### src/hdl/lirs_pkg.sv
// ----------------------------------------------------------------------------
// lirs_pkg - shared types and constants for the linear interpolation resampler
// Holds the controller state type, the command and status bundles between
// controller and datapath, and the fixed field widths.
// ----------------------------------------------------------------------------
package lirs_pkg;

    localparam int SAMPLE_W = 16;   // audio sample width
    localparam int POS_W    = 20;   // time position / step width

    localparam logic [POS_W-1:0] STEP_RESET = 20'd32768;

    localparam logic signed [SAMPLE_W-1:0] SAMPLE_MAX = 16'sh7FFF;
    localparam logic signed [SAMPLE_W-1:0] SAMPLE_MIN = 16'sh8000;

    typedef enum logic [2:0] {
        ST_IDLE,
        ST_DECIDE,
        ST_MUL,
        ST_ADD,
        ST_OUT
    } t_state;

    // controller -> datapath
    typedef struct packed {
        logic load;     // latch incoming sample
        logic prime;    // first sample: fill the store
        logic skip;     // no output this interval, drop one sample of time
        logic start;    // open a run of outputs
        logic mul;      // difference times phase, next position
        logic add;      // round and clamp into output register
        logic next;     // advance to next output of the run
        logic finish;   // close the run, update position and held sample
    } t_cmd;

    // datapath -> controller
    typedef struct packed {
        logic primed;
        logic pos_lt_one;   // stored position lies inside current interval
        logic last;         // output now in flight ends the run
    } t_status;

endpackage

### src/hdl/lirs_ctrl.sv
// ----------------------------------------------------------------------------
// lirs_ctrl - sequencer of the linear interpolation resampler
// Walks each input beat through priming, skipping or a run of outputs and
// drives the datapath through command strobes.
// ----------------------------------------------------------------------------
module lirs_ctrl (
    input  logic              i_clk,
    input  logic              i_rst_n,
    input  logic              i_in_valid,
    output logic              o_in_ready,
    output logic              o_out_valid,
    input  logic              i_out_ready,
    input  lirs_pkg::t_status i_status,
    output lirs_pkg::t_cmd    o_cmd
);

    lirs_pkg::t_state r_state;
    lirs_pkg::t_state n_state;

    always_ff @(posedge i_clk) begin
        if (!i_rst_n) begin
            r_state <= lirs_pkg::ST_IDLE;
        end else begin
            r_state <= n_state;
        end
    end

    // next state
    always_comb begin
        n_state = r_state;
        case (r_state)
            lirs_pkg::ST_IDLE: begin
                if (i_in_valid) begin
                    n_state = lirs_pkg::ST_DECIDE;
                end
            end
            lirs_pkg::ST_DECIDE: begin
                if (!i_status.primed || !i_status.pos_lt_one) begin
                    n_state = lirs_pkg::ST_IDLE;
                end else begin
                    n_state = lirs_pkg::ST_MUL;
                end
            end
            lirs_pkg::ST_MUL: begin
                n_state = lirs_pkg::ST_ADD;
            end
            lirs_pkg::ST_ADD: begin
                n_state = lirs_pkg::ST_OUT;
            end
            lirs_pkg::ST_OUT: begin
                if (i_out_ready) begin
                    n_state = i_status.last ? lirs_pkg::ST_IDLE : lirs_pkg::ST_MUL;
                end
            end
            default: begin
                n_state = lirs_pkg::ST_IDLE;
            end
        endcase
    end

    // outputs
    always_comb begin
        o_cmd       = '0;
        o_in_ready  = 1'b0;
        o_out_valid = 1'b0;
        case (r_state)
            lirs_pkg::ST_IDLE: begin
                o_in_ready = 1'b1;
                o_cmd.load = i_in_valid;
            end
            lirs_pkg::ST_DECIDE: begin
                o_cmd.prime = !i_status.primed;
                o_cmd.skip  = i_status.primed && !i_status.pos_lt_one;
                o_cmd.start = i_status.primed && i_status.pos_lt_one;
            end
            lirs_pkg::ST_MUL: begin
                o_cmd.mul = 1'b1;
            end
            lirs_pkg::ST_ADD: begin
                o_cmd.add = 1'b1;
            end
            lirs_pkg::ST_OUT: begin
                o_out_valid  = 1'b1;
                o_cmd.finish = i_out_ready && i_status.last;
                o_cmd.next   = i_out_ready && !i_status.last;
            end
            default: begin
                o_cmd = '0;
            end
        endcase
    end

    a_ready_xor_valid: assert property (@(posedge i_clk) disable iff (!i_rst_n)
        $onehot0({o_in_ready, o_out_valid}))
        else $error("input ready while a result is offered");

    a_end_frees_input: assert property (@(posedge i_clk) disable iff (!i_rst_n)
        (o_out_valid && i_out_ready && i_status.last) |=> o_in_ready)
        else $error("input not reopened after end of run");

    a_one_cmd: assert property (@(posedge i_clk) disable iff (!i_rst_n)
        $onehot0({o_cmd.prime, o_cmd.skip, o_cmd.start, o_cmd.finish, o_cmd.next}))
        else $error("conflicting datapath commands");

endmodule

### src/hdl/lirs_dp.sv
// ----------------------------------------------------------------------------
// lirs_dp - datapath of the linear interpolation resampler
// Step register, held sample, time position, phase multiplier, rounding and
// clamping, output register.
// ----------------------------------------------------------------------------
module lirs_dp #(
    parameter int PHASE_BITS   = 15,
    parameter int MAX_UPSAMPLE = 64
) (
    input  logic                                 i_clk,
    input  logic                                 i_rst_n,
    input  logic                                 i_cfg_we,
    input  logic [lirs_pkg::POS_W-1:0]           i_cfg_wdata,
    input  logic signed [lirs_pkg::SAMPLE_W-1:0] i_sample_in,
    input  lirs_pkg::t_cmd                       i_cmd,
    output lirs_pkg::t_status                    o_status,
    output logic signed [lirs_pkg::SAMPLE_W-1:0] o_sample_out,
    output logic                                 o_run_end
);

    localparam int PW     = lirs_pkg::POS_W;
    localparam int SW     = lirs_pkg::SAMPLE_W;
    localparam int DIFF_W = SW + 1;
    localparam int PROD_W = DIFF_W + PHASE_BITS + 1;
    localparam int V_W    = PHASE_BITS + SW + 3;
    localparam int Q_W    = V_W - PHASE_BITS;
    localparam int CNT_W  = $clog2(MAX_UPSAMPLE + 1);
    localparam int HALF   = 1 << (PHASE_BITS - 1);
    localparam logic [PW:0]      ONE      = (PW+1)'(1) << PHASE_BITS;
    localparam logic [CNT_W-1:0] CNT_LAST = CNT_W'(MAX_UPSAMPLE - 1);

    logic [PW-1:0]           r_step;
    logic [PW-1:0]           r_pos;
    logic                    r_primed;
    logic signed [SW-1:0]    r_held;
    logic signed [SW-1:0]    r_new;
    logic [PW-1:0]           r_t;
    logic [PW-1:0]           r_tn;
    logic                    r_tge;
    logic [CNT_W-1:0]        r_n;
    logic signed [PROD_W-1:0] r_prod;
    logic                    r_last;
    logic signed [SW-1:0]    r_y;

    logic signed [DIFF_W-1:0]       diff;
    logic signed [PHASE_BITS:0]     frac_s;
    logic signed [PROD_W-1:0]       prod;
    logic [PW:0]                    t_sum;
    logic [PW-1:0]                  t_next;
    logic                           t_next_ge;
    logic signed [V_W-1:0]          v;
    logic signed [Q_W-1:0]          q;
    logic signed [SW-1:0]           y;

    // blend = held + (new - held) * f, done as one product
    assign diff   = DIFF_W'(r_new) - DIFF_W'(r_held);
    assign frac_s = $signed({1'b0, r_t[PHASE_BITS-1:0]});
    assign prod   = diff * frac_s;

    // next position, saturating at the top of the 20-bit range
    assign t_sum     = {1'b0, r_t} + {1'b0, r_step};
    assign t_next    = t_sum[PW] ? {PW{1'b1}} : t_sum[PW-1:0];
    assign t_next_ge = ({1'b0, t_next} >= ONE);

    // round half up, floor shift, clamp
    assign v = (V_W'(r_held) <<< PHASE_BITS) + V_W'(r_prod) + V_W'(HALF);
    assign q = $signed(v[V_W-1:PHASE_BITS]);
    always_comb begin
        if (q > Q_W'(lirs_pkg::SAMPLE_MAX)) begin
            y = lirs_pkg::SAMPLE_MAX;
        end else if (q < Q_W'(lirs_pkg::SAMPLE_MIN)) begin
            y = lirs_pkg::SAMPLE_MIN;
        end else begin
            y = q[SW-1:0];
        end
    end

    always_ff @(posedge i_clk) begin
        if (!i_rst_n) begin
            r_step   <= lirs_pkg::STEP_RESET;
            r_pos    <= '0;
            r_primed <= 1'b0;
            r_held   <= '0;
            r_n      <= '0;
        end else begin
            if (i_cfg_we) begin
                r_step <= i_cfg_wdata;
            end
            if (i_cmd.prime) begin
                r_held   <= r_new;
                r_primed <= 1'b1;
            end
            if (i_cmd.skip) begin
                r_pos  <= PW'({1'b0, r_pos} - ONE);
                r_held <= r_new;
            end
            if (i_cmd.start) begin
                r_n <= '0;
            end
            if (i_cmd.next) begin
                r_n <= r_n + CNT_W'(1);
            end
            if (i_cmd.finish) begin
                r_pos  <= r_tge ? PW'({1'b0, r_tn} - ONE) : '0;
                r_held <= r_new;
            end
        end
    end

    // payload registers
    always_ff @(posedge i_clk) begin
        if (i_cmd.load) begin
            r_new <= i_sample_in;
        end
        if (i_cmd.start) begin
            r_t <= r_pos;
        end
        if (i_cmd.next) begin
            r_t <= r_tn;
        end
        if (i_cmd.mul) begin
            r_prod <= prod;
            r_tn   <= t_next;
            r_tge  <= t_next_ge;
            r_last <= t_next_ge || (r_n == CNT_LAST);
        end
        if (i_cmd.add) begin
            r_y <= y;
        end
    end

    assign o_status.primed     = r_primed;
    assign o_status.pos_lt_one = ({1'b0, r_pos} < ONE);
    assign o_status.last       = r_last;
    assign o_sample_out        = r_y;
    assign o_run_end           = r_last;

    a_count_bound: assert property (@(posedge i_clk) disable iff (!i_rst_n)
        r_n <= CNT_LAST)
        else $error("output count past the per-input limit");

    a_limit_end: assert property (@(posedge i_clk) disable iff (!i_rst_n)
        (i_cmd.finish && !r_tge) |-> (r_n == CNT_LAST))
        else $error("run cut short inside the interval below the limit");

    a_prime_once: assert property (@(posedge i_clk) disable iff (!i_rst_n)
        i_cmd.start |-> r_primed)
        else $error("output run started before priming");

endmodule

### src/hdl/linear_interp_resampler_core.sv
// ----------------------------------------------------------------------------
// linear_interp_resampler_core - linear interpolation sample rate converter
// Takes one signed 16-bit sample per input beat and emits the output samples
// that fall before it, each a rounded, clamped blend of the two neighbors.
// ----------------------------------------------------------------------------
// Usage:
//   Input channel  i_in_valid / o_in_ready carries i_sample_in.
//   Output channel o_out_valid / i_out_ready carries o_sample_out and
//   o_run_end, which marks the last output beat caused by an input beat.
//   i_cfg_we / i_cfg_wdata write the output period (Q PHASE_BITS input
//   samples); write it only while the block is idle.
// Sequencing:
//   One input beat is worked at a time. The first beat after reset only
//   fills the held sample; a beat that yields no output only moves the
//   position and held sample on. Otherwise each output passes through the
//   loop multiply, round/clamp, present, and the next one starts only
//   after the previous one is taken.
//   At most MAX_UPSAMPLE outputs follow one input; the input side reopens
//   the cycle after the output beat flagged with o_run_end is taken.
// Reset (synchronous, active low) clears position, held sample and the
// primed flag and loads the default step of one input sample. A stalled
// receiver simply holds the current output beat; nothing is lost.
// ----------------------------------------------------------------------------
module linear_interp_resampler_core #(
    parameter int PHASE_BITS   = 15,
    parameter int MAX_UPSAMPLE = 64
) (
    input  logic                                 i_clk,
    input  logic                                 i_rst_n,
    // configuration
    input  logic                                 i_cfg_we,
    input  logic [lirs_pkg::POS_W-1:0]           i_cfg_wdata,
    // input beats
    input  logic                                 i_in_valid,
    output logic                                 o_in_ready,
    input  logic signed [lirs_pkg::SAMPLE_W-1:0] i_sample_in,
    // output beats
    output logic                                 o_out_valid,
    input  logic                                 i_out_ready,
    output logic signed [lirs_pkg::SAMPLE_W-1:0] o_sample_out,
    output logic                                 o_run_end
);

    lirs_pkg::t_cmd    cmd;
    lirs_pkg::t_status status;

    // sequencer: one state per step of the output loop
    lirs_ctrl u_ctrl (
        .i_clk       (i_clk),
        .i_rst_n     (i_rst_n),
        .i_in_valid  (i_in_valid),
        .o_in_ready  (o_in_ready),
        .o_out_valid (o_out_valid),
        .i_out_ready (i_out_ready),
        .i_status    (status),
        .o_cmd       (cmd)
    );

    // datapath: state, multiplier, rounding, output register
    lirs_dp #(
        .PHASE_BITS   (PHASE_BITS),
        .MAX_UPSAMPLE (MAX_UPSAMPLE)
    ) u_dp (
        .i_clk        (i_clk),
        .i_rst_n      (i_rst_n),
        .i_cfg_we     (i_cfg_we),
        .i_cfg_wdata  (i_cfg_wdata),
        .i_sample_in  (i_sample_in),
        .i_cmd        (cmd),
        .o_status     (status),
        .o_sample_out (o_sample_out),
        .o_run_end    (o_run_end)
    );

endmodule

### config.mk
export PLATFORM = sky130hd
export DESIGN_NAME = linear_interp_resampler_core
export DESIGN_NICKNAME = d
export VERILOG_FILES = /design/src/hdl/lirs_pkg.sv /design/src/hdl/lirs_ctrl.sv /design/src/hdl/lirs_dp.sv /design/src/hdl/linear_interp_resampler_core.sv
export SDC_FILE = /design/constraint.sdc
export NUM_CORES = 1
export LEC_CHECK = 0
export BUFFER_PORTS_ARGS = -buffer_cell sky130_fd_sc_hd__buf_2
export CAP_MARGIN = 20
export CORE_AREA = 2 2 170 172
export CTS_BUF_LIST = sky130_fd_sc_hd__clkbuf_4 sky130_fd_sc_hd__clkbuf_8 sky130_fd_sc_hd__clkbuf_16
export DETAILED_ROUTE_END_ITERATION = 12
export DIE_AREA = 0 0 172 174
export PLACE_DENSITY = 0.9
export SYNTH_ARGS = -nofsm -noshare
export SYNTH_HDL_FRONTEND = slang
export SYNTH_HIERARCHICAL = 1
export SYNTH_SLANG_ARGS = --single-unit
### constraint.sdc
create_clock -name i_clk -period 15.6 [get_ports i_clk]
set_input_delay 1.56 -clock i_clk [delete_from_list [all_inputs] [get_ports i_clk]]
set_output_delay 1.56 -clock i_clk [all_outputs]
set_load 0.05 [all_outputs]
==> flow_summary.toml, run 1 <==
[outcome]
status = "finished, final reports clean"

[job]
cap_violations = 0

[global_route]
grt_pass1_vias = 14900
grt-ovfl-total = 0
use_met2 = 0.521
gr-usage-met3 = 0.0562
grt_pass1_wl_um = 72500
gr-usage-all-layers = 0.308
grt_start_max_net_pins = 39
top_usage_layer = "met2"
grt_use_met1 = 0.371
antenna_found_initial = 1

[critical_path]
end_kind = "flop"
worstSetupStartpointType = "flop"
crit_arrival_ns = 9.39
crit_required_ns = 15.78
slowest_stage = "a31oi_2"
reg2regPathDepth = 30
regToRegSetupSlack_ns = 6.39
r2r_start = "u_dp/r_new[0]"
max_stage_delay_ns = 0.80
path_class = "flop to flop"
crit_fanout = 15
reg2reg_to = "u_dp/r_prod[32]"
crit_top_cell = "fa_1"

[synthesis]
synthFlopType = "edfxtp_1"
ys_warn_count = 6
syn_avg_cell_area_um2 = 9.55
synthCells = 1880
syn_nets = 2316
async_flop_share = 0
yosysTopAreaCell = "fa_1"
yosys_register_bits = 160
synth_edf_count = 93
synthTopCellsByArea = "fa_1, edfxtp_1, ha_1"
yosys-top-cells-count = "inv_1, fa_1, nand2_1"
seq_area_frac_synth = 0.230
synth_top_cell_area_share = 0.284
yosysMostFrequentCell = "inv_1"
synth_cell_types = 73
synth_area_um2 = 18000

[clock_network]
postCtsHoldBufs = 0
clock-sinks = 160
post_cts_resized = 0
htreeDepth = 4
ctsRootBufferMaster = "clkbuf_16"
clk_path_buf_depth = 2
cts_made_buffers = 17
cts_tree = "done"
clk_latency_ns = 0.44
post-cts-setup-buffer-count = 0
path_clk_slew_ns = 0.07

[sta]
slew_headroom = 0.244
fin_crit_ns = 9.21
fin_skew_ns = 0.0154
setup_violations = 0
fmax_ghz = 0.109
fin_tns_setup_ns = 0
hold_viol = 0
drv_slew = 0
rsz0062_at_grt = "false"
post-route-period-util = 0.591
tightest_slew_ns = 1.13

[place]
port-buffer-count = 59
gp_congestion = 0.920
dpl.hpwl_um = 31900

[min_path]
min_path_cells = 2
holdPathEnd = "u_dp/r_held[10]"
hp-start = "u_dp/r_held[10]"
hp-class = "flop to flop"

[routing]
drt_first_pass_iters = 8
vias = 13700
viasPerCell = 5.92
drtIter0Drc = 1219
drc = 0
wl_per_cell_um = 18.8
ant_nets = 0
wl_um = 43300

[cells_and_area]
drive_above_1_share = 0.0770
fillCellCount = 2000
antennaDiodeCount = 0
synthToLayoutAreaGrowth_pct = 7.18
fin_nets = 2346

[die]
io-pin-count = 60
fp.dieH_um = 174
num_rows = 62
die-area_um2 = 29900
die_w_um = 172
design.core.area_um2 = 28200
initial_core_util = 0.636
[worst max-delay path, delay by kind of cell (launching register included)]
kind / cells / cell delay [ns]
AOI/OAI and AO/OA: 13 / 3.86
xor gates and xnor gates: 1 / 0.13
adders and majority gates: 9 / 4.03
DFF: 1 / 0.36
buffers and inverters: 4 / 0.19
and+or+nand+nor: 3 / 0.37
[stage by stage]
step	util	instance area [um2]	setup slack, ns	instances	hold WS [ns]
3_5_place_dp	0.660	18600	6.75	2273	0.460
6_report	0.682	19200	6.39	2307	0.481
4_1_cts	0.681	19200	6.64	2305	0.472
5_1_grt	0.682	19200	5.95	2307	0.506
3_3_place_gp	0.660	18600	6.99	2273	0.451
2_1_floorplan	-	18000	7.64	1880	0.431
[area by class of cell]
cell class                 count  area [um2]  area share
clock buffer                  17         425      0.0221
sequential                   160        4130       0.215
multi-input combinational   1314       12300       0.639
timing repair buffer          80         457      0.0237
tap                          384         480      0.0250
inverter                     337        1260      0.0657
clock inverter                15         180     0.00936
[cells in the final DEF, fill, tap and decap left out, types with 48 or more instances in the layout]
cell	Yosys	final
inv_1	336	336
buf_2	0	59
fa_1	255	255
nor2_1	96	95
nand2_1	207	207
and2_1	113	113
a21oi_1	77	77
nor2b_1	48	48
dfxtp_1	67	67
ha_1	140	140
edfxtp_1	93	93
[layer usage]
metal / routed length, um / up-vias
li1: - / 6055
met1: 15400 / 6694
met2: 21600 / 691
met3: 3830 / 221
met4: 2530 / 2
met5: 18 / -
[registers in the layout, summed over array words and instances, names as in the netlist]
| signal | flops |
|---|---|
| u_dp/r_pos | 20 |
| u_dp/r_step | 20 |
| u_dp/r_t | 20 |
| u_dp/r_tn | 20 |
| u_dp/r_prod | 19 |
| u_dp/o_sample_out | 16 |
| u_dp/r_held | 16 |
| u_dp/r_new | 16 |
| u_dp/r_n | 7 |
| u_ctrl/r_state | 3 |
| u_dp/o_run_end | 1 |
| u_dp/r_primed | 1 |
| u_dp/r_tge | 1 |
[how the worst max path moves through the flow]
stage,start,endpoint,slack [ns],depth (start not counted)
2_1_floorplan,u_dp/r_held[0],u_dp/r_prod[32],7.64,32
3_3_place_gp,u_dp/r_held[0],u_dp/r_prod[32],6.99,29
3_5_place_dp,u_dp/r_new[0],u_dp/r_prod[32],6.75,30
4_1_cts,u_dp/r_new[0],u_dp/r_prod[32],6.64,30
5_1_grt,u_dp/r_new[0],u_dp/r_prod[32],5.95,30
6_report,u_dp/r_new[0],u_dp/r_prod[32],6.39,30
[cells by family (layout without fill, tap and decap cells)]
kind of cell	count (synthesis)	count (layout)	share of synthesized area
buffers and inverters	406	449	0.0858
DFF	160	160	0.230
adders and majority gates	398	398	0.383
muxes	39	39	0.0229
AOI/OAI and AO/OA	255	255	0.0912
and+or+nand+nor	550	550	0.151
xor gates and xnor gates	72	72	0.0351
Power of run 1 is not shown: default switching activity piles up to over one toggle a cycle in this logic, so the estimate is an artifact.
==> run 2: changes to the inputs <==
--- a/config.mk
+++ b/config.mk
@@ -7,11 +7,11 @@
 export LEC_CHECK = 0
 export BUFFER_PORTS_ARGS = -buffer_cell sky130_fd_sc_hd__buf_2
 export CAP_MARGIN = 20
-export CORE_AREA = 2 2 170 172
+export CORE_AREA = 2 2 178 180
 export CTS_BUF_LIST = sky130_fd_sc_hd__clkbuf_4 sky130_fd_sc_hd__clkbuf_8 sky130_fd_sc_hd__clkbuf_16
 export DETAILED_ROUTE_END_ITERATION = 12
-export DIE_AREA = 0 0 172 174
-export PLACE_DENSITY = 0.9
+export DIE_AREA = 0 0 180 182
+export PLACE_DENSITY = 0.87
 export SYNTH_ARGS = -nofsm -noshare
 export SYNTH_HDL_FRONTEND = slang
 export SYNTH_HIERARCHICAL = 1
==> constraint.sdc (replaced) <==
create_clock -name i_clk -period 8.2 [get_ports i_clk]
set_input_delay 0.82 -clock i_clk [delete_from_list [all_inputs] [get_ports i_clk]]
set_output_delay 0.82 -clock i_clk [all_outputs]
set_load 0.05 [all_outputs]
==> flow_summary.toml, run 2 (synthesis gave the netlist of run 1 again) <==
[critical_path]
crit_required_ns = 8.39
end_kind = "flop"
path_class = "flop to flop"
crit_fanout = 9
crit_arrival_ns = 8.21
crit_top_cell = "fa_1"
worstSetupStartpointType = "flop"
max_stage_delay_ns = 0.56
slowest_stage = "fa_1"

[place]
port-buffer-count = 59
dpl.hpwl_um = 31800
place_inst = 2344
gp_congestion = 0.918

[routing]
ant_nets = 0
vias = 13800
drt_first_pass_iters = 6
viasPerCell = 5.77
wl_per_cell_um = 18.3
drc = 0
wl_um = 43800
drtIter0Drc = 1086

[die]
die_w_um = 180
die-area_um2 = 32800
num_rows = 65
design.core.area_um2 = 31000
io-pin-count = 60
fp.dieH_um = 182
initial_core_util = 0.580

[cells_and_area]
synthToLayoutAreaGrowth_pct = 11.5
fin_nets = 2410
drive_above_1_share = 0.128
final_common_cell = "inv_1"
fin_cells = 2389
layout_common_cells = "inv_1, fa_1, nand2_1"
antennaDiodeCount = 0

[clock_network]
clk_latency_ns = 0.43
clock-sinks = 160
htreeDepth = 4
cts_tree = "done"
path_clk_slew_ns = 0.07
cts_made_buffers = 17
ctsRootBufferMaster = "clkbuf_16"
postCtsHoldBufs = 0
clk_path_buf_depth = 2

[sta]
tightest_slew_ns = 1.17
post-route-period-util = 0.978
hold_slack_ns = 0.462
fmax_ghz = 0.125
setup_violations = 0
drv_slew = 0
slew_headroom = 0.219
fin_crit_ns = 8.02
hold_viol = 0
fin_skew_ns = 0.00764

[global_route]
gr-usage-all-layers = 0.267
grt_start_max_net_pins = 39
grt-ovfl-total = 0
antenna_found_initial = 0
grt_pass1_vias = 14500
grt_pass1_wl_um = 70500

[outcome]
status = "finished, final reports clean"

[job]
cap_violations = 0

[min_path]
hp-class = "flop to flop"
## run 2: final timing paths
kind | slack [ns] | startpoint | depth (start not counted) | endpoint
setup / recovery | 0.18 | u_dp/r_new[0] | 33 | u_dp/r_prod[26]
hold / removal | 0.46 | u_dp/r_n[5] | 1 | u_dp/r_n[5]
setup reg to reg | 0.18 | u_dp/r_new[0] | 33 | u_dp/r_prod[26]
hold reg to reg | 0.46 | u_dp/r_n[5] | 1 | u_dp/r_n[5]
## run 2: repair_timing
item	4_1_cts	5_1_grt
gates resized for setup	6	57
endpoints found under the setup margin	7	15
buffers inserted	5	6
cloned	0	1
pin swaps	6	24
## run 2: worst max-delay path: cells and delay by family (launching register included)
kind	cells	cell delay, ns
AO/OA/AOI/OAI	9	1.49
XOR/XNOR	2	0.19
adder cells (fa/ha/maj)	9	3.93
buffers and inverters	8	0.81
flip-flops	1	0.36
AND/OR/NAND/NOR	5	0.98
## run 2: layout make-up
cell class                 count  area (um2)
clock buffer                  18         439
clock inverter                14         144
fill                        2206       11000
inverter                     337        1260
multi-input combinational   1314       12600
sequential                   160        4130
tap                          402         503
timing repair buffer         144         991
## run 2: per-layer routing
metal	vias to the layer above	GRT usage	share of wire
li1	6178	-	-
met1	6812	0.320	0.37
met2	622	0.469	0.51
met3	170	0.0421	0.071
met4	0	0.134	0.052
met5	-	0	0
## run 2: per-stage QoR
stage	cell area, um2	utilization	TNS, ns	setup WS, ns
final	20000	0.646	0	0.177
after global routing	20000	0.646	-0.241	-0.0680
after CTS	19700	0.636	0	0.0128
after detailed placement	19100	0.615	-0.248	-0.154
after global placement	19100	0.615	0	0.00569
after floorplan	18000	-	0	0.239
Power of run 2 is left out for the same reason.
==> run 3: changes to the inputs <==
--- a/config.mk
+++ b/config.mk
@@ -5,13 +5,14 @@
 export SDC_FILE = /design/constraint.sdc
 export NUM_CORES = 1
 export LEC_CHECK = 0
+export ABC_AREA = 1
 export BUFFER_PORTS_ARGS = -buffer_cell sky130_fd_sc_hd__buf_2
 export CAP_MARGIN = 20
-export CORE_AREA = 2 2 178 180
+export CORE_AREA = 2 2 176 178
 export CTS_BUF_LIST = sky130_fd_sc_hd__clkbuf_4 sky130_fd_sc_hd__clkbuf_8 sky130_fd_sc_hd__clkbuf_16
 export DETAILED_ROUTE_END_ITERATION = 12
-export DIE_AREA = 0 0 180 182
-export PLACE_DENSITY = 0.87
+export DIE_AREA = 0 0 178 180
+export PLACE_DENSITY = 0.9
 export SYNTH_ARGS = -nofsm -noshare
 export SYNTH_HDL_FRONTEND = slang
 export SYNTH_HIERARCHICAL = 1
==> constraint.sdc (replaced) <==
create_clock -name i_clk -period 9 [get_ports i_clk]
set_input_delay 0.9 -clock i_clk [delete_from_list [all_inputs] [get_ports i_clk]]
set_output_delay 0.9 -clock i_clk [all_outputs]
set_load 0.05 [all_outputs]
==> flow_summary.toml, run 3 <==
[critical_path]
crit_required_ns = 9.19
crit_arrival_ns = 8.06
r2r_start = "u_dp/r_held[0]"
reg2regPathDepth = 30
max_stage_delay_ns = 0.62
worstSetupStartpointType = "flop"
reg2reg_to = "u_dp/r_prod[32]"
slowest_stage = "fa_1"
crit_fanout = 15
path_class = "flop to flop"
end_kind = "flop"
regToRegSetupSlack_ns = 1.13

[sta]
fmax_ghz = 0.127
rsz0062_at_grt = "false"
hold_viol = 0
fin_crit_ns = 7.87
fin_skew_ns = 0.0199
post-route-period-util = 0.875
slew_headroom = 0.367
setup_violations = 0
fin_tns_setup_ns = 0
tightest_slew_ns = 0.949
drv_slew = 0

[routing]
vias = 16800
wl_um = 53100
viasPerCell = 5.88
wl_per_cell_um = 18.6
drtIter0Drc = 1756
drt_first_pass_iters = 6
ant_nets = 0
drc = 0

[global_route]
antenna_found_initial = 0
grt_pass1_vias = 17400
gr-usage-all-layers = 0.348
grt_start_max_net_pins = 43
grt_pass1_wl_um = 86600
grt-ovfl-total = 0

[clock_network]
clk_latency_ns = 0.44
clk_path_buf_depth = 2
cts_made_buffers = 17
post-cts-setup-buffer-count = 0
path_clk_slew_ns = 0.07
post_cts_resized = 0
postCtsHoldBufs = 0
htreeDepth = 4
cts_tree = "done"
ctsRootBufferMaster = "clkbuf_16"
clock-sinks = 160

[job]
cap_violations = 0

[synthesis]
yosys_register_bits = 160
syn_avg_cell_area_um2 = 7.99
ys_warn_count = 6
yosysMostFrequentCell = "inv_1"
synth_top_family_by_area = "adder cells"
yosys-top-cells-count = "inv_1, nand2_1, nor2_1"
synth_xor_area_frac = 0.0236
synthFlopType = "edfxtp_1"
synth_fa_ha_area_frac = 0.356
synth_top_cell_area_share = 0.265
synth_compound_area_frac = 0.0779
seq_area_frac_synth = 0.214
synth_simple_gate_area_share = 0.217
synth_area_um2 = 19300
synthCells = 2414
yosysTopAreaCell = "fa_1"
synth_cell_types = 55
async_flop_share = 0
synthTopCellsByArea = "fa_1, edfxtp_1, inv_1"
syn_nets = 2850
synth_edf_count = 93
synth.area.mux_share = 0

[die]
die-area_um2 = 32000
die_w_um = 178
design.core.area_um2 = 30200
io-pin-count = 60
num_rows = 64
fp.dieH_um = 180
initial_core_util = 0.639

[outcome]
status = "finished, final reports clean"

[place]
port-buffer-count = 59
dpl.hpwl_um = 42200
gp_congestion = 0.973

[min_path]
min_path_cells = 2
hp-class = "flop to flop"
hp-start = "u_dp/r_pos[7]"
holdPathEnd = "u_dp/r_pos[7]"

[cells_and_area]
antennaDiodeCount = 0
fillCellCount = 2361
drive_above_1_share = 0.0686
fin_nets = 2886
final_common_cell = "inv_1"
layout_common_cells = "inv_1, nand2_1, nor2_1"
synthToLayoutAreaGrowth_pct = 6.50
[run 3: worst max-delay path: cells and delay by family (launching register included)]
| kind | cells | cell delay, ns |
|---|---|---|
| DFF | 1 | 0.38 |
| buffers and inverters | 5 | 0.41 |
| AOI/OAI and AO/OA | 4 | 0.99 |
| and+or+nand+nor | 12 | 1.43 |
| adders and majority gates | 9 | 4.41 |
[run 3: cells by family (layout without fill, tap and decap cells)]
logic type,Yosys count,after routing
buffers and inverters,556,605
AND/OR/NAND/NOR,982,982
AO/OA/AOI/OAI,270,270
flip-flops,160,160
adder cells (fa/ha/maj),395,395
XOR/XNOR,51,51
[run 3: worst max path at each step]
stage / start / endpoint / slack [ns] / depth (start not counted)
final: u_dp/r_held[0] / u_dp/r_prod[32] / 1.13 / 30
after global routing: u_dp/r_held[0] / u_dp/r_prod[32] / 0.68 / 28
after CTS: u_dp/r_held[0] / u_dp/r_prod[32] / 1.20 / 30
after detailed placement: u_dp/r_held[0] / u_dp/r_prod[32] / 1.23 / 30
after global placement: u_dp/r_held[0] / u_dp/r_prod[32] / 1.47 / 30
after floorplan: u_dp/r_held[0] / u_dp/r_prod[31] / 1.83 / 29
[run 3: routing by layer]
layer / vias to the layer above / global-route usage / share of wire
met2: 1009 / 0.560 / 0.46
met1: 8026 / 0.458 / 0.39
met5: - / 0 / 0
li1: 7575 / - / -
met4: 0 / 0.150 / 0.045
met3: 210 / 0.0670 / 0.11
[run 3: final cells by class]
type	count	area (um2)	share of cell area
multi-input cells	1698	13000	0.633
flip-flops and latches	160	4130	0.201
inverters	503	1890	0.0921
well taps	396	495	0.0241
clock buffers	17	425	0.0207
repair buffers	70	378	0.0184
clock inverters	15	214	0.0104
[run 3: metrics by stage]
step	cell area [um2]	worst slack, ns	util	instances	hold WS (ns)
2_1_floorplan	19300	1.83	-	2414	0.435
3_3_place_gp	19900	1.47	0.659	2827	0.450
3_5_place_dp	19900	1.23	0.659	2827	0.458
4_1_cts	20500	1.20	0.680	2859	0.469
5_1_grt	20500	0.679	0.680	2859	0.479
6_report	20500	1.13	0.680	2859	0.473
Power of run 3 is left out for the same reason.
